$ cat config.mk
export PLATFORM = sky130hd
export DESIGN_NAME = sliding_window_message_throttle_top_flat
export DESIGN_NICKNAME = d
export VERILOG_FILES = /design/src/sv/swmt_pkg.sv /design/src/sv/swmt_if.sv /design/src/sv/swmt_ring.sv /design/src/sv/sliding_window_message_throttle_top.sv /design/src/flat_wrapper.sv
export VERILOG_INCLUDE_DIRS = /design/src /design/src/sv
export SDC_FILE = /design/constraint.sdc
export NUM_CORES = 2
export LEC_CHECK = 0
export BUFFER_PORTS_ARGS = -buffer_cell sky130_fd_sc_hd__buf_4
export CORE_MARGIN = 3
export CORE_UTILIZATION = 50
export CTS_CLUSTER_DIAMETER = 100
export DETAILED_ROUTE_END_ITERATION = 7
export PLACE_DENSITY = 0.65
export SYNTH_ARGS = -nofsm -noshare
export SYNTH_HDL_FRONTEND = slang
export SYNTH_HIERARCHICAL = 1
export SYNTH_SLANG_ARGS = --single-unit
export TNS_END_PERCENT = 5
$ cat constraint.sdc
create_clock -name clk -period 11.35 [get_ports clk]
set_input_delay 1.7025 -clock clk [delete_from_list [all_inputs] [get_ports clk]]
set_output_delay 1.7025 -clock clk [all_outputs]
set_load 0.005 [all_outputs]
$ cat src/sv/sliding_window_message_throttle_top_defines.svh
// Assertion macros shared by the sliding window message throttle RTL.
// Depends on nothing; included by files that carry concurrent assertions.
`ifndef SLIDING_WINDOW_MESSAGE_THROTTLE_TOP_DEFINES_SVH
`define SLIDING_WINDOW_MESSAGE_THROTTLE_TOP_DEFINES_SVH

// Same-cycle implication, disabled during reset.
`define SWMT_ASSERT_NOW(label, clk, rst, ante, cons) \
  label: assert property (@(posedge clk) disable iff (rst) (ante) |-> (cons)) \
    else $error("swmt assertion failed");

// Next-cycle implication, disabled during reset.
`define SWMT_ASSERT_NEXT(label, clk, rst, ante, cons) \
  label: assert property (@(posedge clk) disable iff (rst) (ante) |=> (cons)) \
    else $error("swmt assertion failed");

`endif

$ cat src/sv/swmt_pkg.sv
// Shared constants, types and helpers for the sliding window message throttle.
// No dependencies; used by the interfaces, the ring memory and the top level.
package swmt_pkg;

  // Ring depth must be a power of two: slot arithmetic wraps naturally.
  localparam int RING_DEPTH = 64;
  localparam int SLOT_W     = $clog2(RING_DEPTH);
  localparam int FILL_W     = $clog2(RING_DEPTH + 1);

  localparam int TIME_W     = 32;
  localparam int WINDOW_W   = 20;
  localparam int MAXMSG_W   = 7;
  localparam int CFG_IDX_W  = 2;
  localparam int CFG_DATA_W = 20;

  // Register indexes
  localparam logic [CFG_IDX_W-1:0] REG_WINDOW = 2'd0;
  localparam logic [CFG_IDX_W-1:0] REG_MAXMSG = 2'd1;
  localparam logic [CFG_IDX_W-1:0] REG_MODE   = 2'd2;

  // Throttle modes
  localparam logic MODE_DELAY  = 1'b0;
  localparam logic MODE_REJECT = 1'b1;

  localparam logic [WINDOW_W-1:0] WINDOW_RESET = 20'd1000;
  localparam logic [MAXMSG_W-1:0] MAXMSG_RESET = 7'd8;

  typedef logic [SLOT_W-1:0] slot_t;
  typedef logic [FILL_W-1:0] fill_t;
  typedef logic [TIME_W-1:0] time_t;

  // Control from the top level to the ring memory
  typedef struct packed {
    logic  rd_en;
    slot_t rd_addr_a;
    slot_t rd_addr_b;
    logic  wr_en;
    slot_t wr_addr;
    time_t wr_data;
  } ring_req_t;

  // Limit in force: zero counts as one, anything above the ring as the ring depth.
  function automatic fill_t eff_limit(logic [MAXMSG_W-1:0] m);
    fill_t n;
    if (m == '0) begin
      n = fill_t'(1);
    end else if (int'(m) > RING_DEPTH) begin
      n = fill_t'(RING_DEPTH);
    end else begin
      n = fill_t'(m);
    end
    return n;
  endfunction

endpackage

$ cat src/sv/swmt_if.sv
// Valid/ready channel interfaces: message input, throttle result, config write.
// Depends on swmt_pkg for field widths.
interface swmt_in_if;
  logic                        valid;
  logic                        ready;
  logic [swmt_pkg::TIME_W-1:0] arrival_ms;
  modport source (output valid, output arrival_ms, input ready);
  modport sink   (input valid, input arrival_ms, output ready);
endinterface

interface swmt_out_if;
  logic                          valid;
  logic                          ready;
  logic                          accepted;
  logic [swmt_pkg::WINDOW_W-1:0] wait_ms;
  modport source (output valid, output accepted, output wait_ms, input ready);
  modport sink   (input valid, input accepted, input wait_ms, output ready);
endinterface

interface swmt_cfg_if;
  logic                            valid;
  logic                            ready;
  logic [swmt_pkg::CFG_IDX_W-1:0]  index;
  logic [swmt_pkg::CFG_DATA_W-1:0] data;
  modport source (output valid, output index, output data, input ready);
  modport sink   (input valid, input index, input data, output ready);
endinterface

$ cat src/sv/swmt_ring.sv
// Ring of accepted arrival times: one write port, two registered read ports.
// Depends on swmt_pkg for the ring request struct and widths.
module swmt_ring (
  input  logic                clk,
  input  swmt_pkg::ring_req_t req,
  output swmt_pkg::time_t     rd_data_a,
  output swmt_pkg::time_t     rd_data_b
);

  swmt_pkg::time_t mem [swmt_pkg::RING_DEPTH];

  // Write port
  always_ff @(posedge clk) begin
    if (req.wr_en) begin
      mem[req.wr_addr] <= req.wr_data;
    end
  end

  // Read ports; a write to the same slot in the same cycle is forwarded
  always_ff @(posedge clk) begin
    if (req.rd_en) begin
      rd_data_a <= (req.wr_en && (req.wr_addr == req.rd_addr_a)) ? req.wr_data
                                                                 : mem[req.rd_addr_a];
      rd_data_b <= (req.wr_en && (req.wr_addr == req.rd_addr_b)) ? req.wr_data
                                                                 : mem[req.rd_addr_b];
    end
  end

endmodule

$ cat src/sv/sliding_window_message_throttle_top.sv
// Sliding window message throttle: top level, config registers and decision stage.
// Depends on swmt_pkg, the swmt interfaces, swmt_ring and the assertion header.
//
//   Channel  Dir  Beat fields               Notes
//   msg_in   in   arrival_ms[31:0]          one message arrival per beat
//   msg_out  out  accepted, wait_ms[19:0]   one result per message, in order
//   cfg      in   index[1:0], data[19:0]    register write, always ready
//
// One message per cycle unless the output stalls; result via s1 and output regs.
// The ring read for the next message is issued at both candidate slots so the
// decision of the message ahead never sits on the memory address path.
// Reset (rst, synchronous) clears slot pointer, fill count, pipeline valids and
// loads register defaults; ring contents are not cleared and need no sweep.
// A stalled output holds the decision stage; input stalls only when both are full.
`include "sliding_window_message_throttle_top_defines.svh"

module sliding_window_message_throttle_top (
  input  logic       clk,
  input  logic       rst,
  swmt_in_if.sink    msg_in,
  swmt_out_if.source msg_out,
  swmt_cfg_if.sink   cfg
);

  // Config registers
  logic [swmt_pkg::WINDOW_W-1:0] window;
  logic [swmt_pkg::MAXMSG_W-1:0] max_msg;
  logic                          mode;

  // Ring bookkeeping
  swmt_pkg::slot_t ws;
  swmt_pkg::fill_t fill;

  // Decision stage
  logic            s1_valid;
  swmt_pkg::time_t s1_now;
  logic            s1_sel;

  // Output register
  logic                          out_valid;
  logic                          out_acc;
  logic [swmt_pkg::WINDOW_W-1:0] out_wait;

  swmt_pkg::ring_req_t ring_req;
  swmt_pkg::time_t     rd_a;
  swmt_pkg::time_t     rd_b;
  swmt_pkg::fill_t     limit;
  swmt_pkg::time_t     prev_t;
  swmt_pkg::time_t     age;
  logic                not_full;
  logic                early;
  logic                hold;
  logic                s1_rec;
  logic                s1_acc;
  logic [swmt_pkg::WINDOW_W-1:0] s1_wait;
  logic                s1_adv;
  logic                in_fire;

  assign cfg.ready = 1'b1;

  // Register writes; unknown index ignored
  always_ff @(posedge clk) begin
    if (rst) begin
      window  <= swmt_pkg::WINDOW_RESET;
      max_msg <= swmt_pkg::MAXMSG_RESET;
      mode    <= swmt_pkg::MODE_DELAY;
    end else if (cfg.valid) begin
      unique case (cfg.index)
        swmt_pkg::REG_WINDOW: window  <= cfg.data[swmt_pkg::WINDOW_W-1:0];
        swmt_pkg::REG_MAXMSG: max_msg <= cfg.data[swmt_pkg::MAXMSG_W-1:0];
        swmt_pkg::REG_MODE:   mode    <= cfg.data[0];
        default: ;
      endcase
    end
  end

  assign limit = swmt_pkg::eff_limit(max_msg);

  // Handshakes
  assign s1_adv       = s1_valid && (!out_valid || msg_out.ready);
  assign msg_in.ready = !s1_valid || s1_adv;
  assign in_fire      = msg_in.valid && msg_in.ready;

  // Decision: compare age of the limit-th previous accepted arrival with the window
  always_comb begin
    prev_t   = s1_sel ? rd_b : rd_a;
    age      = s1_now - prev_t;
    not_full = fill < limit;
    early    = age < swmt_pkg::TIME_W'(window);
    hold     = !not_full && early;
    s1_rec   = !(hold && (mode == swmt_pkg::MODE_REJECT));
    s1_acc   = s1_rec;
    s1_wait  = (hold && (mode == swmt_pkg::MODE_DELAY)) ?
               (window - age[swmt_pkg::WINDOW_W-1:0]) : '0;
  end

  // Ring access: port a if the message ahead is not recorded, port b if it is
  always_comb begin
    ring_req.rd_en     = in_fire;
    ring_req.rd_addr_a = ws - limit[swmt_pkg::SLOT_W-1:0];
    ring_req.rd_addr_b = ws + swmt_pkg::slot_t'(1) - limit[swmt_pkg::SLOT_W-1:0];
    ring_req.wr_en     = s1_adv && s1_rec;
    ring_req.wr_addr   = ws;
    ring_req.wr_data   = s1_now;
  end

  swmt_ring u_ring (
    .clk       (clk),
    .req       (ring_req),
    .rd_data_a (rd_a),
    .rd_data_b (rd_b)
  );

  // Slot pointer and fill count
  always_ff @(posedge clk) begin
    if (rst) begin
      ws   <= '0;
      fill <= '0;
    end else if (ring_req.wr_en) begin
      ws <= ws + swmt_pkg::slot_t'(1);
      if (fill != swmt_pkg::fill_t'(swmt_pkg::RING_DEPTH)) begin
        fill <= fill + swmt_pkg::fill_t'(1);
      end
    end
  end

  // Decision stage registers
  always_ff @(posedge clk) begin
    if (rst) begin
      s1_valid <= 1'b0;
    end else if (in_fire) begin
      s1_valid <= 1'b1;
    end else if (s1_adv) begin
      s1_valid <= 1'b0;
    end
  end

  always_ff @(posedge clk) begin
    if (in_fire) begin
      s1_now <= msg_in.arrival_ms;
      s1_sel <= s1_adv && s1_rec;
    end
  end

  // Output register
  always_ff @(posedge clk) begin
    if (rst) begin
      out_valid <= 1'b0;
    end else if (s1_adv) begin
      out_valid <= 1'b1;
    end else if (msg_out.ready) begin
      out_valid <= 1'b0;
    end
  end

  always_ff @(posedge clk) begin
    if (s1_adv) begin
      out_acc  <= s1_acc;
      out_wait <= s1_wait;
    end
  end

  assign msg_out.valid    = out_valid;
  assign msg_out.accepted = out_acc;
  assign msg_out.wait_ms  = out_wait;

  // Checks
  `SWMT_ASSERT_NOW(a_fill_bound, clk, rst, 1'b1, fill <= swmt_pkg::fill_t'(swmt_pkg::RING_DEPTH))
  `SWMT_ASSERT_NOW(a_reject_no_wait, clk, rst, out_valid && !out_acc, out_wait == '0)
  `SWMT_ASSERT_NEXT(a_slot_advance, clk, rst, ring_req.wr_en, ws == $past(ws) + swmt_pkg::slot_t'(1))
  `SWMT_ASSERT_NOW(a_ready_when_empty, clk, rst, !s1_valid, msg_in.ready)
  `SWMT_ASSERT_NEXT(a_stall_holds, clk, rst, s1_valid && !s1_adv, s1_valid && $stable(s1_now))

endmodule

$ cat src/flat_wrapper.sv
// flat-port wrapper written by rule: the top's interface ports become plain ports
module sliding_window_message_throttle_top_flat 
  (clk, rst, msg_in_valid, msg_in_arrival_ms, msg_in_ready, msg_out_valid, msg_out_accepted, msg_out_wait_ms, msg_out_ready, cfg_valid, cfg_index, cfg_data, cfg_ready);
  swmt_in_if msg_in_i ();
  swmt_out_if msg_out_i ();
  swmt_cfg_if cfg_i ();
  input  logic clk;
  input  logic rst;
  input wire logic [$bits(msg_in_i.valid)-1:0] msg_in_valid;
  input wire logic [$bits(msg_in_i.arrival_ms)-1:0] msg_in_arrival_ms;
  output wire logic [$bits(msg_in_i.ready)-1:0] msg_in_ready;
  output wire logic [$bits(msg_out_i.valid)-1:0] msg_out_valid;
  output wire logic [$bits(msg_out_i.accepted)-1:0] msg_out_accepted;
  output wire logic [$bits(msg_out_i.wait_ms)-1:0] msg_out_wait_ms;
  input wire logic [$bits(msg_out_i.ready)-1:0] msg_out_ready;
  input wire logic [$bits(cfg_i.valid)-1:0] cfg_valid;
  input wire logic [$bits(cfg_i.index)-1:0] cfg_index;
  input wire logic [$bits(cfg_i.data)-1:0] cfg_data;
  output wire logic [$bits(cfg_i.ready)-1:0] cfg_ready;
  assign msg_in_i.valid = msg_in_valid;
  assign msg_in_i.arrival_ms = msg_in_arrival_ms;
  assign msg_in_ready = msg_in_i.ready;
  assign msg_out_valid = msg_out_i.valid;
  assign msg_out_accepted = msg_out_i.accepted;
  assign msg_out_wait_ms = msg_out_i.wait_ms;
  assign msg_out_i.ready = msg_out_ready;
  assign cfg_i.valid = cfg_valid;
  assign cfg_i.index = cfg_index;
  assign cfg_i.data = cfg_data;
  assign cfg_ready = cfg_i.ready;
  sliding_window_message_throttle_top u_core (.clk(clk), .rst(rst), .msg_in(msg_in_i), .msg_out(msg_out_i), .cfg(cfg_i));
endmodule
==> flow_metrics.py <==
metrics = {
    "run_status": {
        "status": "finished, violations left",
        "violations": "max-capacitance violations",
    },
    "timing": {
        "fin_hold_ws_ps": 475,
        "max_freq_mhz": 121,
        "post-route-period-util_pct": 73.1,
        "finClkSkew_ps": 40.6,
        "finalSetupViolCount": 0,
        "drv_slew": 0,
        "period_needed_ps": 8290,
        "setup-tns-final_ps": 0,
        "hold_viol_final": 0,
        "relSlewSlack_pct": 0.624,
        "rsz0062_at_grt": "false",
        "worstMarginPinSlew_ps": 1480,
    },
    "worst_setup_path": {
        "r2r_slack_ps": 3060,
        "reg2reg_depth": 26,
        "cp.required_ps": 11880,
        "path_common_cell": "buf_4",
        "slowest_delay_ps": 900,
        "cpMaxStageDelayCell": "nor2_4",
        "crit_path_start": "u_core/s1_sel",
        "crit_fanout": 31,
        "r2r-start": "u_core/s1_sel",
        "critical_path_arrival_ps": 8820,
        "setup.worst_path.start_class": "register",
        "crit_type": "register to register",
        "endpoint_kind": "register",
    },
    "yosys": {
        "synth_top_area_share_pct": 61.8,
        "synthXorXnorAreaFrac_pct": 0.499,
        "synth_area_um2": 105000,
        "synth_edf_count": 2166,
        "yosysSeqAreaShare_pct": 62.6,
        "yosys.area.top_type": "edfxtp_1",
        "synth.area.top_cells": "edfxtp_1 62%, mux4_2 18%, mux2i_1 4.8%, mux2_2 2.7%, ha_1 1.1%",
        "synth_area_per_cell_um2": 18.0,
        "syn_inst": 5858,
        "synth_fa_ha_area_share_pct": 1.13,
        "synth-simple-area-share_pct": 2.42,
        "synth_top_family_by_area": "multiplexers",
        "synth_compound_area_share_pct": 5.95,
        "muxShareOfSynthArea_pct": 25.2,
        "synth_cell_type_count": 83,
        "yosysWarnings": 6,
        "synth_seq_cells": 2209,
        "ys.flop_type": "edfxtp_1",
        "synth_nets": 6010,
        "async_reset_ff_share_pct": 0,
    },
    "clock_tree": {
        "h-tree-depth": 4,
        "cts_tree": "built",
        "clock_path_buffers": 3,
        "postCtsSetupBuffers": 0,
        "cts-root-buf": "clkbuf_16",
        "clkTransAtPathRegs_ps": 70,
        "clock_latency_ps": 890,
        "cts.sinks": 2209,
        "hold_buffers": 0,
        "numCtsBuffers": 225,
        "post_cts_resize_count": 0,
    },
    "detailed_routing": {
        "routed_via_density": 7.09,
        "drtAntennaViolNets": 0,
        "drtIter0Drc": 9426,
        "drt_pass1_iterations": 6,
        "wl_per_cell_um": 38.3,
        "wirelength_mm": 341,
        "drc_errors": 0,
        "vias": 63200,
    },
    "place": {
        "port_buffers": 81,
        "place.gp.congestion": 0.914,
        "place.detailed.hpwl_mm": 208,
    },
    "die": {
        "die_area_um2": 216000,
        "pin_count": 83,
        "core-area_um2": 208000,
        "die_w_um": 465,
        "num_rows": 167,
        "start_util_pct": 50.6,
        "fp.dieH_um": 465,
    },
    "final_layout": {
        "final_common_cell": "edfxtp_1",
        "area_growth_pct": 11.5,
        "nNetsFinal": 6074,
        "nFillCells": 15700,
        "drive_above_1_share_pct": 29.8,
        "layout_common_cells": "2166 x edfxtp_1, 826 x mux4_2, 505 x mux2i_1",
    },
    "global_routing": {
        "grt_pass1_wl_mm": 478,
        "grt_antenna_before_repair": 25,
        "grt-ovfl-total": 0,
        "grt_max_degree": 131,
        "grt_pass1_vias": 62000,
        "grt_usage_pct": 31.3,
    },
    "min_path": {
        "hp-class": "register to register",
        "hold_path_startpoint": "u_core/window[19]",
        "holdPathStages": 2,
    },
    "power": {
        "worst_ir_drop_vdd_mv": 0.182,
        "p_per_area_nw_per_um2": 182,
        "leakage_nw": 37.2,
    },
    "job": {
        "drv_cap": 1,
    },
}
-- flip-flops by register name (all words and copies together) (netlist names) --
name,flops
u_core/msg_out.wait_ms,20
u_core/window,20
u_core/u_ring/rd_data_b,32
u_core/u_ring/rd_data_a,32
u_core/msg_out.accepted,1
u_core/mode,1
u_core/max_msg,7
u_core/s1_valid,1
u_core/ws,6
u_core/u_ring/mem,2048
u_core/fill,7
u_core/s1_sel,1
u_core/msg_out.valid,1
u_core/s1_now,32
-- report_power, final --
part	total, mW	internal [mW]	switching, mW
clock network	7.60	4.38	3.22
registers	9.16	9.08	0.0822
logic	4.56	1.77	2.79
-- area by class of cell --
type | instances | area, µm² | area share, %
Antenna cell | 12 | 30.0 | 0.0256
Clock buffer | 280 | 5990 | 5.11
Clock inverter | 141 | 1510 | 1.29
Inverter | 83 | 324 | 0.276
Multi-Input combinational cell | 3118 | 37800 | 32.2
Sequential cell | 2209 | 65900 | 56.2
Tap cell | 2788 | 3490 | 2.97
Timing Repair Buffer | 285 | 2340 | 1.99
-- critical path: cells and delay by family, from the launching register on --
family                     cells  cell delay, ps
muxes                          1             300
and+or+nand+nor                9            2890
adders and majority gates      3             960
DFF                            1             360
xor gates and xnor gates       1             190
AOI/OAI and AO/OA              7            1570
buffers and inverters          5            1530
-- final timing paths --
path,to
worst min register to register,u_core/window[19]
worst max register to register,u_core/u_ring/mem[3][31]
worst max-delay path,u_core/u_ring/mem[3][31]
worst min-delay path,u_core/window[19]
-- cell usage after synthesis (6+ instances only) --
library cell	number
a211o_1	39
a211oi_1	72
a21o_1	61
a21oi_1	117
a221oi_1	94
a22o_1	61
a22oi_1	101
a31oi_1	40
and2_1	12
and3_1	8
and4_1	6
buf_1	46
buf_2	169
buf_4	17
clkbuf_1	213
dfxtp_1	43
edfxtp_1	2166
ha_1	89
inv_1	81
mux2_2	251
mux2i_1	505
mux4_2	826
nand2_1	87
nand2b_1	14
nand3_1	35
nand4_1	12
nor2_1	172
nor2b_1	52
nor3_1	43
nor4_1	14
o2111ai_1	7
o211ai_1	9
o21ai_0	29
o21bai_1	6
o221ai_1	30
o22ai_1	155
o31ai_1	10
or3_1	17
xnor2_1	31
xor2_1	29
-- metal layers --
layer,vias up,wire length (µm),global-route usage (%)
met4,4,21100,16.4
met1,33400,126000,42.3
li1,24900,-,-
met3,747,38100,7.63
met2,4169,156000,47.5
met5,-,20,0
-- logic make-up after synthesis --
kind of cell             after synthesis
multiplexers                        1584
AO/OA/AOI/OAI                        870
buffers and inverters                531
XOR/XNOR                              60
adder cells (fa/ha/maj)               93
flip-flops                          2209
AND/OR/NAND/NOR                      510
other                                  1
-- through the flow --
stage               instances  worst slack [ps]  cell area [µm²]  utilization (%)  power, mW
floorplan                5858              3540           105000                -       12.2
global placement         8483              3260           110000             52.8       13.8
detailed placement       8483              3260           110000             52.8       13.8
CTS                      8904              3170           117000             56.4       21.3
global route             8907              2640           117000             56.4       21.9
finish                   8916              3060           117000             56.4       21.3
No activity file was read; power rests on OpenSTA's default activity.
